===== config.mk =====
export PLATFORM = sky130hd
export DESIGN_NAME = radar_dot_plotter
export DESIGN_NICKNAME = d
export VERILOG_FILES = /design/src/sv/rdp_pkg.sv /design/src/sv/rdp_rotator.sv /design/src/sv/rdp_normalizer.sv /design/src/sv/rdp_radius.sv /design/src/sv/radar_dot_plotter.sv
export SDC_FILE = /design/constraint.sdc
export NUM_CORES = 2
export LEC_CHECK = 0
export BUFFER_PORTS_ARGS = -buffer_cell sky130_fd_sc_hd__buf_4
export CORE_UTILIZATION = 40
export CTS_CLUSTER_DIAMETER = 80
export DETAILED_ROUTE_END_ITERATION = 8
export GPL_TIMING_DRIVEN = 0
export SYNTH_ARGS = -nofsm -noshare
export SYNTH_HDL_FRONTEND = slang
export SYNTH_SLANG_ARGS = --single-unit

===== constraint.sdc =====
create_clock -name clk -period 7.31 [get_ports clk]
set_input_delay 1.462 -clock clk [delete_from_list [all_inputs] [get_ports clk]]
set_output_delay 1.462 -clock clk [all_outputs]
set_load 0.05 [all_outputs]

===== src/sv/rdp_pkg.sv =====
`default_nettype none
// ----------------------------------------------------------------------------
// rdp_pkg: shared constants and types for the radar dot plotter
// Widths of the serial datapath, register indexes and the quantizer.
// ----------------------------------------------------------------------------
package rdp_pkg;

  localparam int SLOTS_DEF = 64;

  // digit width of all serial units
  localparam int DIGIT      = 4;

  localparam int W_WORLD    = 32;
  localparam int W_DELTA    = W_WORLD + 1;
  localparam int W_TRIG     = 16;
  localparam int W_ROT      = 50;
  localparam int W_INV      = 32;
  localparam int NORM_SHIFT = 30;
  localparam int W_MAG      = 18;
  localparam int W_NACC     = NORM_SHIFT + W_MAG;
  localparam int W_NORM     = W_MAG + 1;
  localparam int W_R2       = 2 * W_MAG;
  localparam int W_COLOR    = 32;
  localparam int W_SLOT     = 6;
  localparam int W_DOT      = 8;

  localparam int ROT_STEPS  = W_TRIG / DIGIT;
  localparam int NORM_STEPS = W_INV / DIGIT;
  localparam int RAD_STEPS  = (W_MAG + DIGIT - 1) / DIGIT;
  localparam int W_RSR      = RAD_STEPS * DIGIT;

  localparam logic [W_MAG-1:0] NORM_SAT  = W_MAG'(131072);
  localparam int               NORM_ONE  = 65536;
  localparam logic [W_R2-1:0]  R2_LIMIT  = W_R2'(64'h1_0000_0000);
  localparam int               Q_SHIFT   = 17;
  localparam int               W_QM      = W_NORM + 1;
  localparam int               W_QP      = W_QM + W_DOT;

  // configuration port
  localparam int CFG_AW = 5;
  localparam int REG_IW = CFG_AW - 2;
  localparam logic [REG_IW-1:0] REG_CENTER_X      = REG_IW'(0);
  localparam logic [REG_IW-1:0] REG_CENTER_Y      = REG_IW'(1);
  localparam logic [REG_IW-1:0] REG_COS_HEADING   = REG_IW'(2);
  localparam logic [REG_IW-1:0] REG_SIN_HEADING   = REG_IW'(3);
  localparam logic [REG_IW-1:0] REG_INV_RADIUS    = REG_IW'(4);
  localparam logic [REG_IW-1:0] REG_DEFAULT_COLOR = REG_IW'(5);

  localparam logic signed [W_TRIG-1:0] COS_RESET = W_TRIG'(16384);
  localparam logic [W_INV-1:0]         INV_RESET = W_INV'(65536);

  typedef struct packed {
    logic load;
    logic step;
  } rdp_ctl_t;

  // ((n + 1.0) * 255) >> 17, clamped to 0..255
  function automatic logic [W_DOT-1:0] quantize(input logic signed [W_NORM-1:0] n);
    logic signed [W_QM-1:0] m;
    logic [W_QP-1:0]        mu;
    logic [W_QP-1:0]        t;
    logic [W_QP-Q_SHIFT-1:0] q;
    m  = W_QM'(n) + W_QM'(NORM_ONE);
    mu = W_QP'(unsigned'(m));
    t  = (mu << W_DOT) - mu;
    q  = t[W_QP-1:Q_SHIFT];
    if (m[W_QM-1]) begin
      return '0;
    end else if (q > (W_QP-Q_SHIFT)'(255)) begin
      return '1;
    end else begin
      return q[W_DOT-1:0];
    end
  endfunction

endpackage
`default_nettype wire


===== src/sv/rdp_rotator.sv =====
`default_nettype none
// ----------------------------------------------------------------------------
// rdp_rotator: digit-serial rotation of the center-relative position
// Forms rx = dx*cos - dy*sin and ry = dx*sin + dy*cos, one 4-bit digit of
// cos and sin per step cycle, most significant digit first.
// ----------------------------------------------------------------------------
module rdp_rotator (
  input  logic                                  clk,
  input  rdp_pkg::rdp_ctl_t                     ctl,
  input  logic signed [rdp_pkg::W_WORLD-1:0]    world_x,
  input  logic signed [rdp_pkg::W_WORLD-1:0]    world_y,
  input  logic signed [rdp_pkg::W_WORLD-1:0]    center_x,
  input  logic signed [rdp_pkg::W_WORLD-1:0]    center_y,
  input  logic signed [rdp_pkg::W_TRIG-1:0]     cos_h,
  input  logic signed [rdp_pkg::W_TRIG-1:0]     sin_h,
  output logic signed [rdp_pkg::W_ROT-1:0]      rot_x,
  output logic signed [rdp_pkg::W_ROT-1:0]      rot_y
);
  import rdp_pkg::*;

  localparam int W_PP = W_DELTA + DIGIT + 1;

  logic signed [W_DELTA-1:0] dx_r, dy_r;
  logic [W_TRIG-1:0]         cos_sr_r, sin_sr_r;
  logic                      first_r;
  logic signed [W_ROT-1:0]   acc_x_r, acc_y_r, acc_x_nxt, acc_y_nxt;
  logic [DIGIT-1:0]          cos_nib, sin_nib;
  logic signed [DIGIT:0]     dc, ds;
  logic signed [W_PP-1:0]    p_xc, p_xs, p_yc, p_ys;

  assign cos_nib = cos_sr_r[W_TRIG-1 -: DIGIT];
  assign sin_nib = sin_sr_r[W_TRIG-1 -: DIGIT];

  // top digit carries the sign, the rest are plain
  assign dc = first_r ? signed'({cos_nib[DIGIT-1], cos_nib}) : signed'({1'b0, cos_nib});
  assign ds = first_r ? signed'({sin_nib[DIGIT-1], sin_nib}) : signed'({1'b0, sin_nib});

  assign p_xc = dx_r * dc;
  assign p_xs = dx_r * ds;
  assign p_yc = dy_r * dc;
  assign p_ys = dy_r * ds;

  assign acc_x_nxt = (acc_x_r <<< DIGIT) + W_ROT'(p_xc) - W_ROT'(p_ys);
  assign acc_y_nxt = (acc_y_r <<< DIGIT) + W_ROT'(p_xs) + W_ROT'(p_yc);

  always_ff @(posedge clk) begin
    if (ctl.load) begin
      dx_r     <= W_DELTA'(world_x) - W_DELTA'(center_x);
      dy_r     <= W_DELTA'(world_y) - W_DELTA'(center_y);
      cos_sr_r <= cos_h;
      sin_sr_r <= sin_h;
      first_r  <= 1'b1;
      acc_x_r  <= '0;
      acc_y_r  <= '0;
    end else if (ctl.step) begin
      cos_sr_r <= cos_sr_r << DIGIT;
      sin_sr_r <= sin_sr_r << DIGIT;
      first_r  <= 1'b0;
      acc_x_r  <= acc_x_nxt;
      acc_y_r  <= acc_y_nxt;
    end
  end

  assign rot_x = acc_x_r;
  assign rot_y = acc_y_r;

endmodule
`default_nettype wire


===== src/sv/rdp_normalizer.sv =====
`default_nettype none
// ----------------------------------------------------------------------------
// rdp_normalizer: digit-serial scaling by the reciprocal radius
// |v| * inv_radius >> 30, saturated to 2.0 (Q16), one digit of inv_radius per
// step cycle. The sum only grows, so a sticky flag catches saturation early.
// ----------------------------------------------------------------------------
module rdp_normalizer (
  input  logic                               clk,
  input  rdp_pkg::rdp_ctl_t                  ctl,
  input  logic signed [rdp_pkg::W_ROT-1:0]   value,
  input  logic                               negate,
  input  logic [rdp_pkg::W_INV-1:0]          inv_radius,
  output logic signed [rdp_pkg::W_NORM-1:0]  norm
);
  import rdp_pkg::*;

  localparam int W_PROD = W_ROT + DIGIT;
  localparam int W_SUM  = W_PROD + 1;

  logic [W_ROT-1:0]         mag_r;
  logic                     neg_r;
  logic [W_INV-1:0]         inv_sr_r;
  logic [W_NACC-1:0]        acc_r;
  logic                     sat_r;
  logic [W_PROD-1:0]        prod;
  logic [W_SUM-1:0]         sum;
  logic                     over;
  logic [W_MAG-1:0]         q;
  logic [W_MAG-1:0]         res;
  logic signed [W_NORM-1:0] res_s;

  assign prod = W_PROD'(mag_r) * W_PROD'(inv_sr_r[W_INV-1 -: DIGIT]);
  assign sum  = W_SUM'({acc_r, {DIGIT{1'b0}}}) + W_SUM'(prod);
  assign over = |sum[W_SUM-1:W_NACC];

  always_ff @(posedge clk) begin
    if (ctl.load) begin
      mag_r    <= value[W_ROT-1] ? W_ROT'(-value) : W_ROT'(value);
      neg_r    <= value[W_ROT-1] ^ negate;
      inv_sr_r <= inv_radius;
      acc_r    <= '0;
      sat_r    <= 1'b0;
    end else if (ctl.step) begin
      inv_sr_r <= inv_sr_r << DIGIT;
      acc_r    <= sum[W_NACC-1:0];
      sat_r    <= sat_r | over;
    end
  end

  assign q     = acc_r[W_NACC-1:NORM_SHIFT];
  assign res   = (sat_r || (q > NORM_SAT)) ? NORM_SAT : q;
  assign res_s = signed'({1'b0, res});
  assign norm  = neg_r ? -res_s : res_s;

endmodule
`default_nettype wire


===== src/sv/rdp_radius.sv =====
`default_nettype none
// ----------------------------------------------------------------------------
// rdp_radius: digit-serial unit circle test
// Accumulates nx*nx + ny*ny one digit per step and flags a sum above 2^32.
// ----------------------------------------------------------------------------
module rdp_radius (
  input  logic                               clk,
  input  rdp_pkg::rdp_ctl_t                  ctl,
  input  logic signed [rdp_pkg::W_NORM-1:0]  norm_x,
  input  logic signed [rdp_pkg::W_NORM-1:0]  norm_y,
  output logic                               outside
);
  import rdp_pkg::*;

  localparam int W_PROD = W_MAG + DIGIT;

  logic [W_MAG-1:0]  mag_x, mag_y;
  logic [W_MAG-1:0]  bx_r, by_r;
  logic [W_RSR-1:0]  ax_sr_r, ay_sr_r;
  logic [W_R2-1:0]   acc_r, acc_nxt;
  logic [W_PROD-1:0] px, py;

  assign mag_x = norm_x[W_NORM-1] ? W_MAG'(-norm_x) : W_MAG'(norm_x);
  assign mag_y = norm_y[W_NORM-1] ? W_MAG'(-norm_y) : W_MAG'(norm_y);

  assign px = W_PROD'(bx_r) * W_PROD'(ax_sr_r[W_RSR-1 -: DIGIT]);
  assign py = W_PROD'(by_r) * W_PROD'(ay_sr_r[W_RSR-1 -: DIGIT]);
  assign acc_nxt = (acc_r << DIGIT) + W_R2'(px) + W_R2'(py);

  always_ff @(posedge clk) begin
    if (ctl.load) begin
      bx_r    <= mag_x;
      by_r    <= mag_y;
      ax_sr_r <= W_RSR'(mag_x);
      ay_sr_r <= W_RSR'(mag_y);
      acc_r   <= '0;
    end else if (ctl.step) begin
      ax_sr_r <= ax_sr_r << DIGIT;
      ay_sr_r <= ay_sr_r << DIGIT;
      acc_r   <= acc_nxt;
    end
  end

  assign outside = acc_r > R2_LIMIT;

endmodule
`default_nettype wire


===== src/sv/radar_dot_plotter.sv =====
`default_nettype none
// ----------------------------------------------------------------------------
// radar_dot_plotter: places world objects as dots on a circular radar map
// Input stream: in_tuser[0] = 0 opens a frame, 1 presents an object at
// world (x, y). A frame word yields one result with out_tuser = 1 (clear
// all slots, data zero) and restarts the slot count. An object is rotated,
// scaled by inv_radius, dropped outside the unit circle, otherwise
// quantized to 0..255 and given the next of SLOTS slots; once all slots
// are used, objects are dropped until the next frame word.
// One word is worked on at a time. From accept to the next accept an object
// passes through 4 rotation digits, a load plus 8 digits of inv_radius, a
// load plus 5 digits of the radius sum, the emit state and the idle state;
// a kept object's result is registered as it leaves the emit state. A frame
// word goes through the emit state only, a dropped object on a full map nowhere.
// A finished result waits in the output register; the next word is taken
// while it waits, and a stalled receiver only holds the emit cycle.
// Reset (synchronous, rst_n low) restores the registers to their defaults,
// clears the slot count and empties the output register.
// Registers on the APB port at 4*i: center_x, center_y, cos_heading,
// sin_heading, inv_radius, default_color.
// ----------------------------------------------------------------------------
module radar_dot_plotter #(
  parameter int SLOTS = rdp_pkg::SLOTS_DEF
) (
  input  logic                        clk,
  input  logic                        rst_n,
  // in_tdata: world_x[31:0], world_y[63:32], own_color[95:64]
  input  logic                        in_tvalid,
  output logic                        in_tready,
  input  logic [95:0]                 in_tdata,
  // in_tuser: action[0], has_color[1]
  input  logic [1:0]                  in_tuser,
  // out_tdata: slot[5:0], dot_x[13:6], dot_y[21:14], dot_color[53:22], zero pad
  output logic                        out_tvalid,
  input  logic                        out_tready,
  output logic [55:0]                 out_tdata,
  // out_tuser: frame_clear[0]
  output logic [0:0]                  out_tuser,
  input  logic                        cfg_psel,
  input  logic                        cfg_penable,
  input  logic                        cfg_pwrite,
  input  logic [rdp_pkg::CFG_AW-1:0]  cfg_paddr,
  input  logic [31:0]                 cfg_pwdata,
  output logic [31:0]                 cfg_prdata,
  output logic                        cfg_pready
);
  import rdp_pkg::*;

  localparam int SLOT_CW = $clog2(SLOTS + 1);
  localparam int CNT_W   = $clog2(NORM_STEPS + 1);

  typedef enum logic [4:0] {
    S_IDLE = 5'b00001,
    S_ROT  = 5'b00010,
    S_NORM = 5'b00100,
    S_RAD  = 5'b01000,
    S_EMIT = 5'b10000
  } state_t;

  state_t st_r, st_nxt;
  logic [CNT_W-1:0]   cnt_r, cnt_nxt;
  logic [SLOT_CW-1:0] slot_cnt_r;
  logic               frame_r;
  logic [W_COLOR-1:0] color_r;

  logic signed [W_WORLD-1:0] center_x_r, center_y_r;
  logic signed [W_TRIG-1:0]  cos_r, sin_r;
  logic [W_INV-1:0]          inv_r;
  logic [W_COLOR-1:0]        dcolor_r;

  logic                 out_tvalid_r;
  logic [55:0]          out_tdata_r;
  logic [0:0]           out_tuser_r;

  logic                 cfg_wr;
  logic [REG_IW-1:0]    cfg_idx;
  logic                 in_accept, is_obj, full;
  logic                 out_free, drop, emit_fire;
  rdp_ctl_t             rot_ctl, norm_ctl, rad_ctl;
  logic signed [W_ROT-1:0]  rot_x, rot_y;
  logic signed [W_NORM-1:0] norm_x, norm_y;
  logic                 outside;

  // configuration
  assign cfg_pready = 1'b1;
  assign cfg_idx    = cfg_paddr[CFG_AW-1:2];
  assign cfg_wr     = cfg_psel & cfg_penable & cfg_pwrite & cfg_pready;

  always_ff @(posedge clk) begin
    if (!rst_n) begin
      center_x_r <= '0;
      center_y_r <= '0;
      cos_r      <= COS_RESET;
      sin_r      <= '0;
      inv_r      <= INV_RESET;
      dcolor_r   <= '0;
    end else if (cfg_wr) begin
      unique case (cfg_idx)
        REG_CENTER_X:      center_x_r <= cfg_pwdata;
        REG_CENTER_Y:      center_y_r <= cfg_pwdata;
        REG_COS_HEADING:   cos_r      <= cfg_pwdata[W_TRIG-1:0];
        REG_SIN_HEADING:   sin_r      <= cfg_pwdata[W_TRIG-1:0];
        REG_INV_RADIUS:    inv_r      <= cfg_pwdata;
        REG_DEFAULT_COLOR: dcolor_r   <= cfg_pwdata;
        default: ;
      endcase
    end
  end

  always_comb begin
    unique case (cfg_idx)
      REG_CENTER_X:      cfg_prdata = center_x_r;
      REG_CENTER_Y:      cfg_prdata = center_y_r;
      REG_COS_HEADING:   cfg_prdata = {16'b0, cos_r};
      REG_SIN_HEADING:   cfg_prdata = {16'b0, sin_r};
      REG_INV_RADIUS:    cfg_prdata = inv_r;
      REG_DEFAULT_COLOR: cfg_prdata = dcolor_r;
      default:           cfg_prdata = '0;
    endcase
  end

  // sequencing
  assign in_tready = (st_r == S_IDLE);
  assign in_accept = in_tvalid & in_tready;
  assign is_obj    = in_tuser[0];
  assign full      = slot_cnt_r >= SLOT_CW'(SLOTS);
  assign out_free  = !out_tvalid_r || out_tready;
  assign drop      = !frame_r && outside;
  assign emit_fire = (st_r == S_EMIT) && !drop && out_free;

  assign rot_ctl.load  = in_accept & is_obj & !full;
  assign rot_ctl.step  = (st_r == S_ROT);
  assign norm_ctl.load = (st_r == S_NORM) && (cnt_r == '0);
  assign norm_ctl.step = (st_r == S_NORM) && (cnt_r != '0);
  assign rad_ctl.load  = (st_r == S_RAD) && (cnt_r == '0);
  assign rad_ctl.step  = (st_r == S_RAD) && (cnt_r != '0);

  always_comb begin
    st_nxt  = st_r;
    cnt_nxt = cnt_r;
    unique case (st_r)
      S_IDLE: begin
        cnt_nxt = '0;
        if (in_accept && !is_obj) begin
          st_nxt = S_EMIT;
        end else if (rot_ctl.load) begin
          st_nxt = S_ROT;
        end
      end
      S_ROT: begin
        if (cnt_r == CNT_W'(ROT_STEPS - 1)) begin
          st_nxt  = S_NORM;
          cnt_nxt = '0;
        end else begin
          cnt_nxt = cnt_r + 1'b1;
        end
      end
      S_NORM: begin
        if (cnt_r == CNT_W'(NORM_STEPS)) begin
          st_nxt  = S_RAD;
          cnt_nxt = '0;
        end else begin
          cnt_nxt = cnt_r + 1'b1;
        end
      end
      S_RAD: begin
        if (cnt_r == CNT_W'(RAD_STEPS)) begin
          st_nxt  = S_EMIT;
          cnt_nxt = '0;
        end else begin
          cnt_nxt = cnt_r + 1'b1;
        end
      end
      S_EMIT: begin
        if (drop || out_free) begin
          st_nxt = S_IDLE;
        end
      end
      default: st_nxt = S_IDLE;
    endcase
  end

  always_ff @(posedge clk) begin
    if (!rst_n) begin
      st_r       <= S_IDLE;
      cnt_r      <= '0;
      slot_cnt_r <= '0;
    end else begin
      st_r  <= st_nxt;
      cnt_r <= cnt_nxt;
      if (emit_fire) begin
        slot_cnt_r <= frame_r ? '0 : slot_cnt_r + 1'b1;
      end
    end
  end

  // hold the word's kind and color while it is in flight
  always_ff @(posedge clk) begin
    if (in_accept) begin
      frame_r <= !is_obj;
      color_r <= in_tuser[1] ? in_tdata[95:64] : dcolor_r;
    end
  end

  rdp_rotator u_rot (
    .clk      (clk),
    .ctl      (rot_ctl),
    .world_x  (in_tdata[31:0]),
    .world_y  (in_tdata[63:32]),
    .center_x (center_x_r),
    .center_y (center_y_r),
    .cos_h    (cos_r),
    .sin_h    (sin_r),
    .rot_x    (rot_x),
    .rot_y    (rot_y)
  );

  // map X from the rotated Y axis, map Y from the negated rotated X
  rdp_normalizer u_norm_x (
    .clk        (clk),
    .ctl        (norm_ctl),
    .value      (rot_y),
    .negate     (1'b0),
    .inv_radius (inv_r),
    .norm       (norm_x)
  );

  rdp_normalizer u_norm_y (
    .clk        (clk),
    .ctl        (norm_ctl),
    .value      (rot_x),
    .negate     (1'b1),
    .inv_radius (inv_r),
    .norm       (norm_y)
  );

  rdp_radius u_rad (
    .clk     (clk),
    .ctl     (rad_ctl),
    .norm_x  (norm_x),
    .norm_y  (norm_y),
    .outside (outside)
  );

  // output register
  always_ff @(posedge clk) begin
    if (!rst_n) begin
      out_tvalid_r <= 1'b0;
    end else if (emit_fire) begin
      out_tvalid_r <= 1'b1;
    end else if (out_tready) begin
      out_tvalid_r <= 1'b0;
    end
  end

  always_ff @(posedge clk) begin
    if (emit_fire) begin
      if (frame_r) begin
        out_tdata_r <= '0;
        out_tuser_r <= 1'b1;
      end else begin
        out_tdata_r <= {2'b0, color_r, quantize(norm_y), quantize(norm_x),
                        W_SLOT'(slot_cnt_r)};
        out_tuser_r <= 1'b0;
      end
    end
  end

  assign out_tvalid = out_tvalid_r;
  assign out_tdata  = out_tdata_r;
  assign out_tuser  = out_tuser_r;

  a_slot_bound: assert property (@(posedge clk) disable iff (!rst_n)
    slot_cnt_r <= SLOT_CW'(SLOTS))
    else $error("slot count beyond map size");

  a_emit_has_room: assert property (@(posedge clk) disable iff (!rst_n)
    (st_r == S_EMIT && !frame_r) |-> !full)
    else $error("object in flight on a full map");

  a_clear_zero: assert property (@(posedge clk) disable iff (!rst_n)
    (out_tvalid_r && out_tuser_r[0]) |-> (out_tdata_r == '0))
    else $error("clear marker carries data");

  a_clear_restart: assert property (@(posedge clk) disable iff (!rst_n)
    (emit_fire && frame_r) |=> (slot_cnt_r == '0))
    else $error("frame word did not restart slot count");

  a_slot_advance: assert property (@(posedge clk) disable iff (!rst_n)
    (emit_fire && !frame_r) |=> (slot_cnt_r == SLOT_CW'($past(slot_cnt_r) + 1'b1)))
    else $error("dot did not advance slot count");

endmodule
`default_nettype wire


==> summary.md <==
| Metric | Value |
|---|---|
| Die Ht | 459 um |
| Largest net degree at the start of global routing | 69 |
| Unrepaired setup endpoints after global routing | yes |
| GRT Residual Overflow | 0 |
| Via count | roughly 66,000 |
| Final Hold Viols | 0 |
| Final Skew | between 0.06 and 0.07 ns |
| Input/output buffers | 226 |
| Setup TNS | 0 ns |
| H-tree depth | 3 |
| # Max-Cap Violations | 0 |
| Crit Path Class | flop to flop |
| CTS sink count | 808 |
| Synth Instances | 9,045 |
| Drt drc | 0 |
| CP Launch Type | flop |
| Initial Utilization | 40.3% |
| Clk slew on worst S/H paths | ~0.060 ns |
| CTS buffer count | 99 |
| I/O Pins | between 200 and 250 |
| Worst slew pin tran | between 1 and 1.5 ns |
| Fin cells | approximately 12,000 |
| Synth-to-Final Area Change | 11.7% |
| TritonCTS clock tree | done |
| Wire per inst | 21.5 um |
| Post-route ant nets | 0 |
| HPWL Detailed | 215 mm |
| Total track usage | about 25% |
| Post-synthesis sequential area ratio | 24.0% |
| DRT iter0 DRCs | 5,088 |
| Achievable clock frequency | 139 MHz |
| Fin crit period | 7.17 ns |
| Final wirelength | 264 mm |
| Synth Register Bits | 808 |
| Crit. End Element | flop |
| Initial antenna violation count | 5 |
| Clock Root Buffer | clkbuf_16 |
| Share of layout cells above drive strength 1 | 6.89% |
| Layout Nets | 11,200 |
| First-pass GRT wire length | 402 mm |
| Fillers | 20,000 |
| Dpl ws | -2.32 ns |
| Async SR Flop Fraction | 0% |
| Fin worst setup slack | around 0.14 ns |
| Final hold slack | 0.441 ns |
| Commonest non-fill, non-tap cell in the layout | nand2_1 |
| CORE AREA | 207,000 um2 |
| Routed vias/inst | ~5.3 |
| Syn avg cell area | ~9 um2 |
| Worst skew pair latency | 0.78 ns |
| Synth Cell Area | 83,600 um2 |
| Final number of setup-violating endpoints | 0 |
| Crit path required time | a little under 8 ns |
| Ys flop type | dfxtp_1 |
| CTS Buffer Depth | 3 |
| Worst slew margin | about 10% |
| Rows | 167 |
| First drt pass iteration count | 6 |
| Arr. time, crit path | 7.76 ns |
| Fin. max-slew vios | 0 |
| EDFF count, synth | around 400 |
| Placed Instances | 12,100 |
| Commonest cells after routing, fill and taps aside | nand2_1, inv_1, fa_1, ha_1, dfxtp_1 |
| Yosys warns | 0 |
| Worst min path class | flop to flop |
| Fin crit share | 98.1% |
| Status | complete, no violations |
| GP Congestion | 0.956 |
| Die W | 459 um |
| Die ar. | between 200,000 and 250,000 um2 |
| Critical path peak fanout | 10 |
| Yosys cell types | 94 |
| Vias in the first global route | roughly 66,000 |
==> through the flow <==
stage | cell area, um2 | util (%)
final | 93400 | 45.0
after global routing | 93400 | 45.0
after floorplan | 83600 | -
after global placement | 88800 | 42.8
after CTS | 93200 | 44.9
after detailed placement | 89100 | 42.9
==> synthesized netlist by cell type, types with 54 or more instances <==
cell type | number | share of area (%)
xnor2_1 | 317 | 3.3
nor3_1 | 58 | 0.35
o21ai_0 | 263 | 1.6
xor2_1 | 114 | 1.2
o22ai_1 | 54 | 0.40
fa_1 | 1109 | 27
nand2b_1 | 149 | 1.1
a21boi_0 | 172 | 1.5
edfxtp_1 | 392 | 14
ha_1 | 557 | 8.3
a21o_1 | 166 | 1.5
mux2_2 | 69 | 0.93
o31ai_1 | 64 | 0.57
inv_1 | 1283 | 5.8
nand2_1 | 1603 | 7.2
dfxtp_1 | 416 | 10
nor2b_1 | 83 | 0.62
a22oi_1 | 84 | 0.75
a21oi_1 | 298 | 1.8
a22o_1 | 84 | 0.88
nand3_1 | 115 | 0.69
nor2_1 | 269 | 1.2
clkbuf_1 | 385 | 1.7
and2_1 | 361 | 2.7
==> cell families after synthesis <==
logic type                 Yosys count  share of synthesized area (%)
adders and majority gates         1668                           34.9
DFF                                808                           24.0
AOI/OAI and AO/OA                 1487                           12.0
and+or+nand+nor                   2884                           15.9
muxes                               77                           1.02
other                                2                        0.00898
buffers and inverters             1688                           7.59
xor gates and xnor gates           431                           4.51
==> final timing paths <==
kind / start / endpoint / slack, ns / cells after the start
max: u_rot.sin_sr_r[12] / u_rot.rot_x[44] / 0.14 / 24
min: u_rad.ax_sr_r[14] / u_rad.ax_sr_r[18] / 0.44 / 2
max reg2reg: u_rot.sin_sr_r[12] / u_rot.rot_x[44] / 0.14 / 24
min reg2reg: u_rad.ax_sr_r[14] / u_rad.ax_sr_r[18] / 0.44 / 2
==> metal layers <==
metal	global-route usage [%]	part of all wire (%)	wire (um)	up-vias
met5	0	0.012	32	-
met4	8.98	4.0	10600	6
met3	3.41	6.8	18000	410
met2	41.0	46	122000	2359
met1	33.6	43	113000	32700
li1	-	-	-	30100
==> timing repair <==
action                                  in CTS  in global routing
hold endpoints to repair                     0                  0
endpoints found under the setup margin      73                 31
setup buffers                               24                  7
resized for setup                          102                 64
pin swaps                                    7                 15
hold buffers                                 0                  0
==> sequential cells by signal (all words and copies together) (netlist names), 36 cells and up <==
signal / count
out_tdata: 54
u_norm_x.mag_r: 50
u_norm_y.mag_r: 50
u_rot.rot_x: 50
u_rot.rot_y: 50
u_norm_x.acc_r: 48
u_norm_y.acc_r: 48
u_rad.acc_r: 36
==> cell type report <==
class	count	area (um2)	area share, %
plain buffers	396	1680	1.80
multi-input cells	6550	57400	61.5
clock buffers	134	2860	3.07
inverters	1284	4830	5.17
flip-flops and latches	808	20100	21.5
clock inverters	54	782	0.837
repair buffers	268	2220	2.38
diodes	1	2.50	0.00268
well taps	2788	3490	3.73
==> critical path: stages (launching register included) <==
cell,delay (ns)
edfxtp_1,0.48
clkbuf_4,0.32
clkbuf_1,0.62
nand2_1,0.21
ha_1,0.25
inv_1,0.07
fa_1,0.44
fa_1,0.49
fa_1,0.50
fa_1,0.48
inv_1,0.04
ha_1,0.31
a21o_1,0.22
nand4_1,0.17
a21boi_4,0.11
o32ai_4,0.39
o31a_1,0.34
o31ai_4,0.13
a211oi_2,0.40
nor3_2,0.10
a2111oi_2,0.28
buf_4,0.18
o21ai_1,0.06
xnor2_1,0.26
o22ai_1,0.12
Power is not shown: default switching activity piles up to over one toggle a cycle in this logic, so the estimate is an artifact.
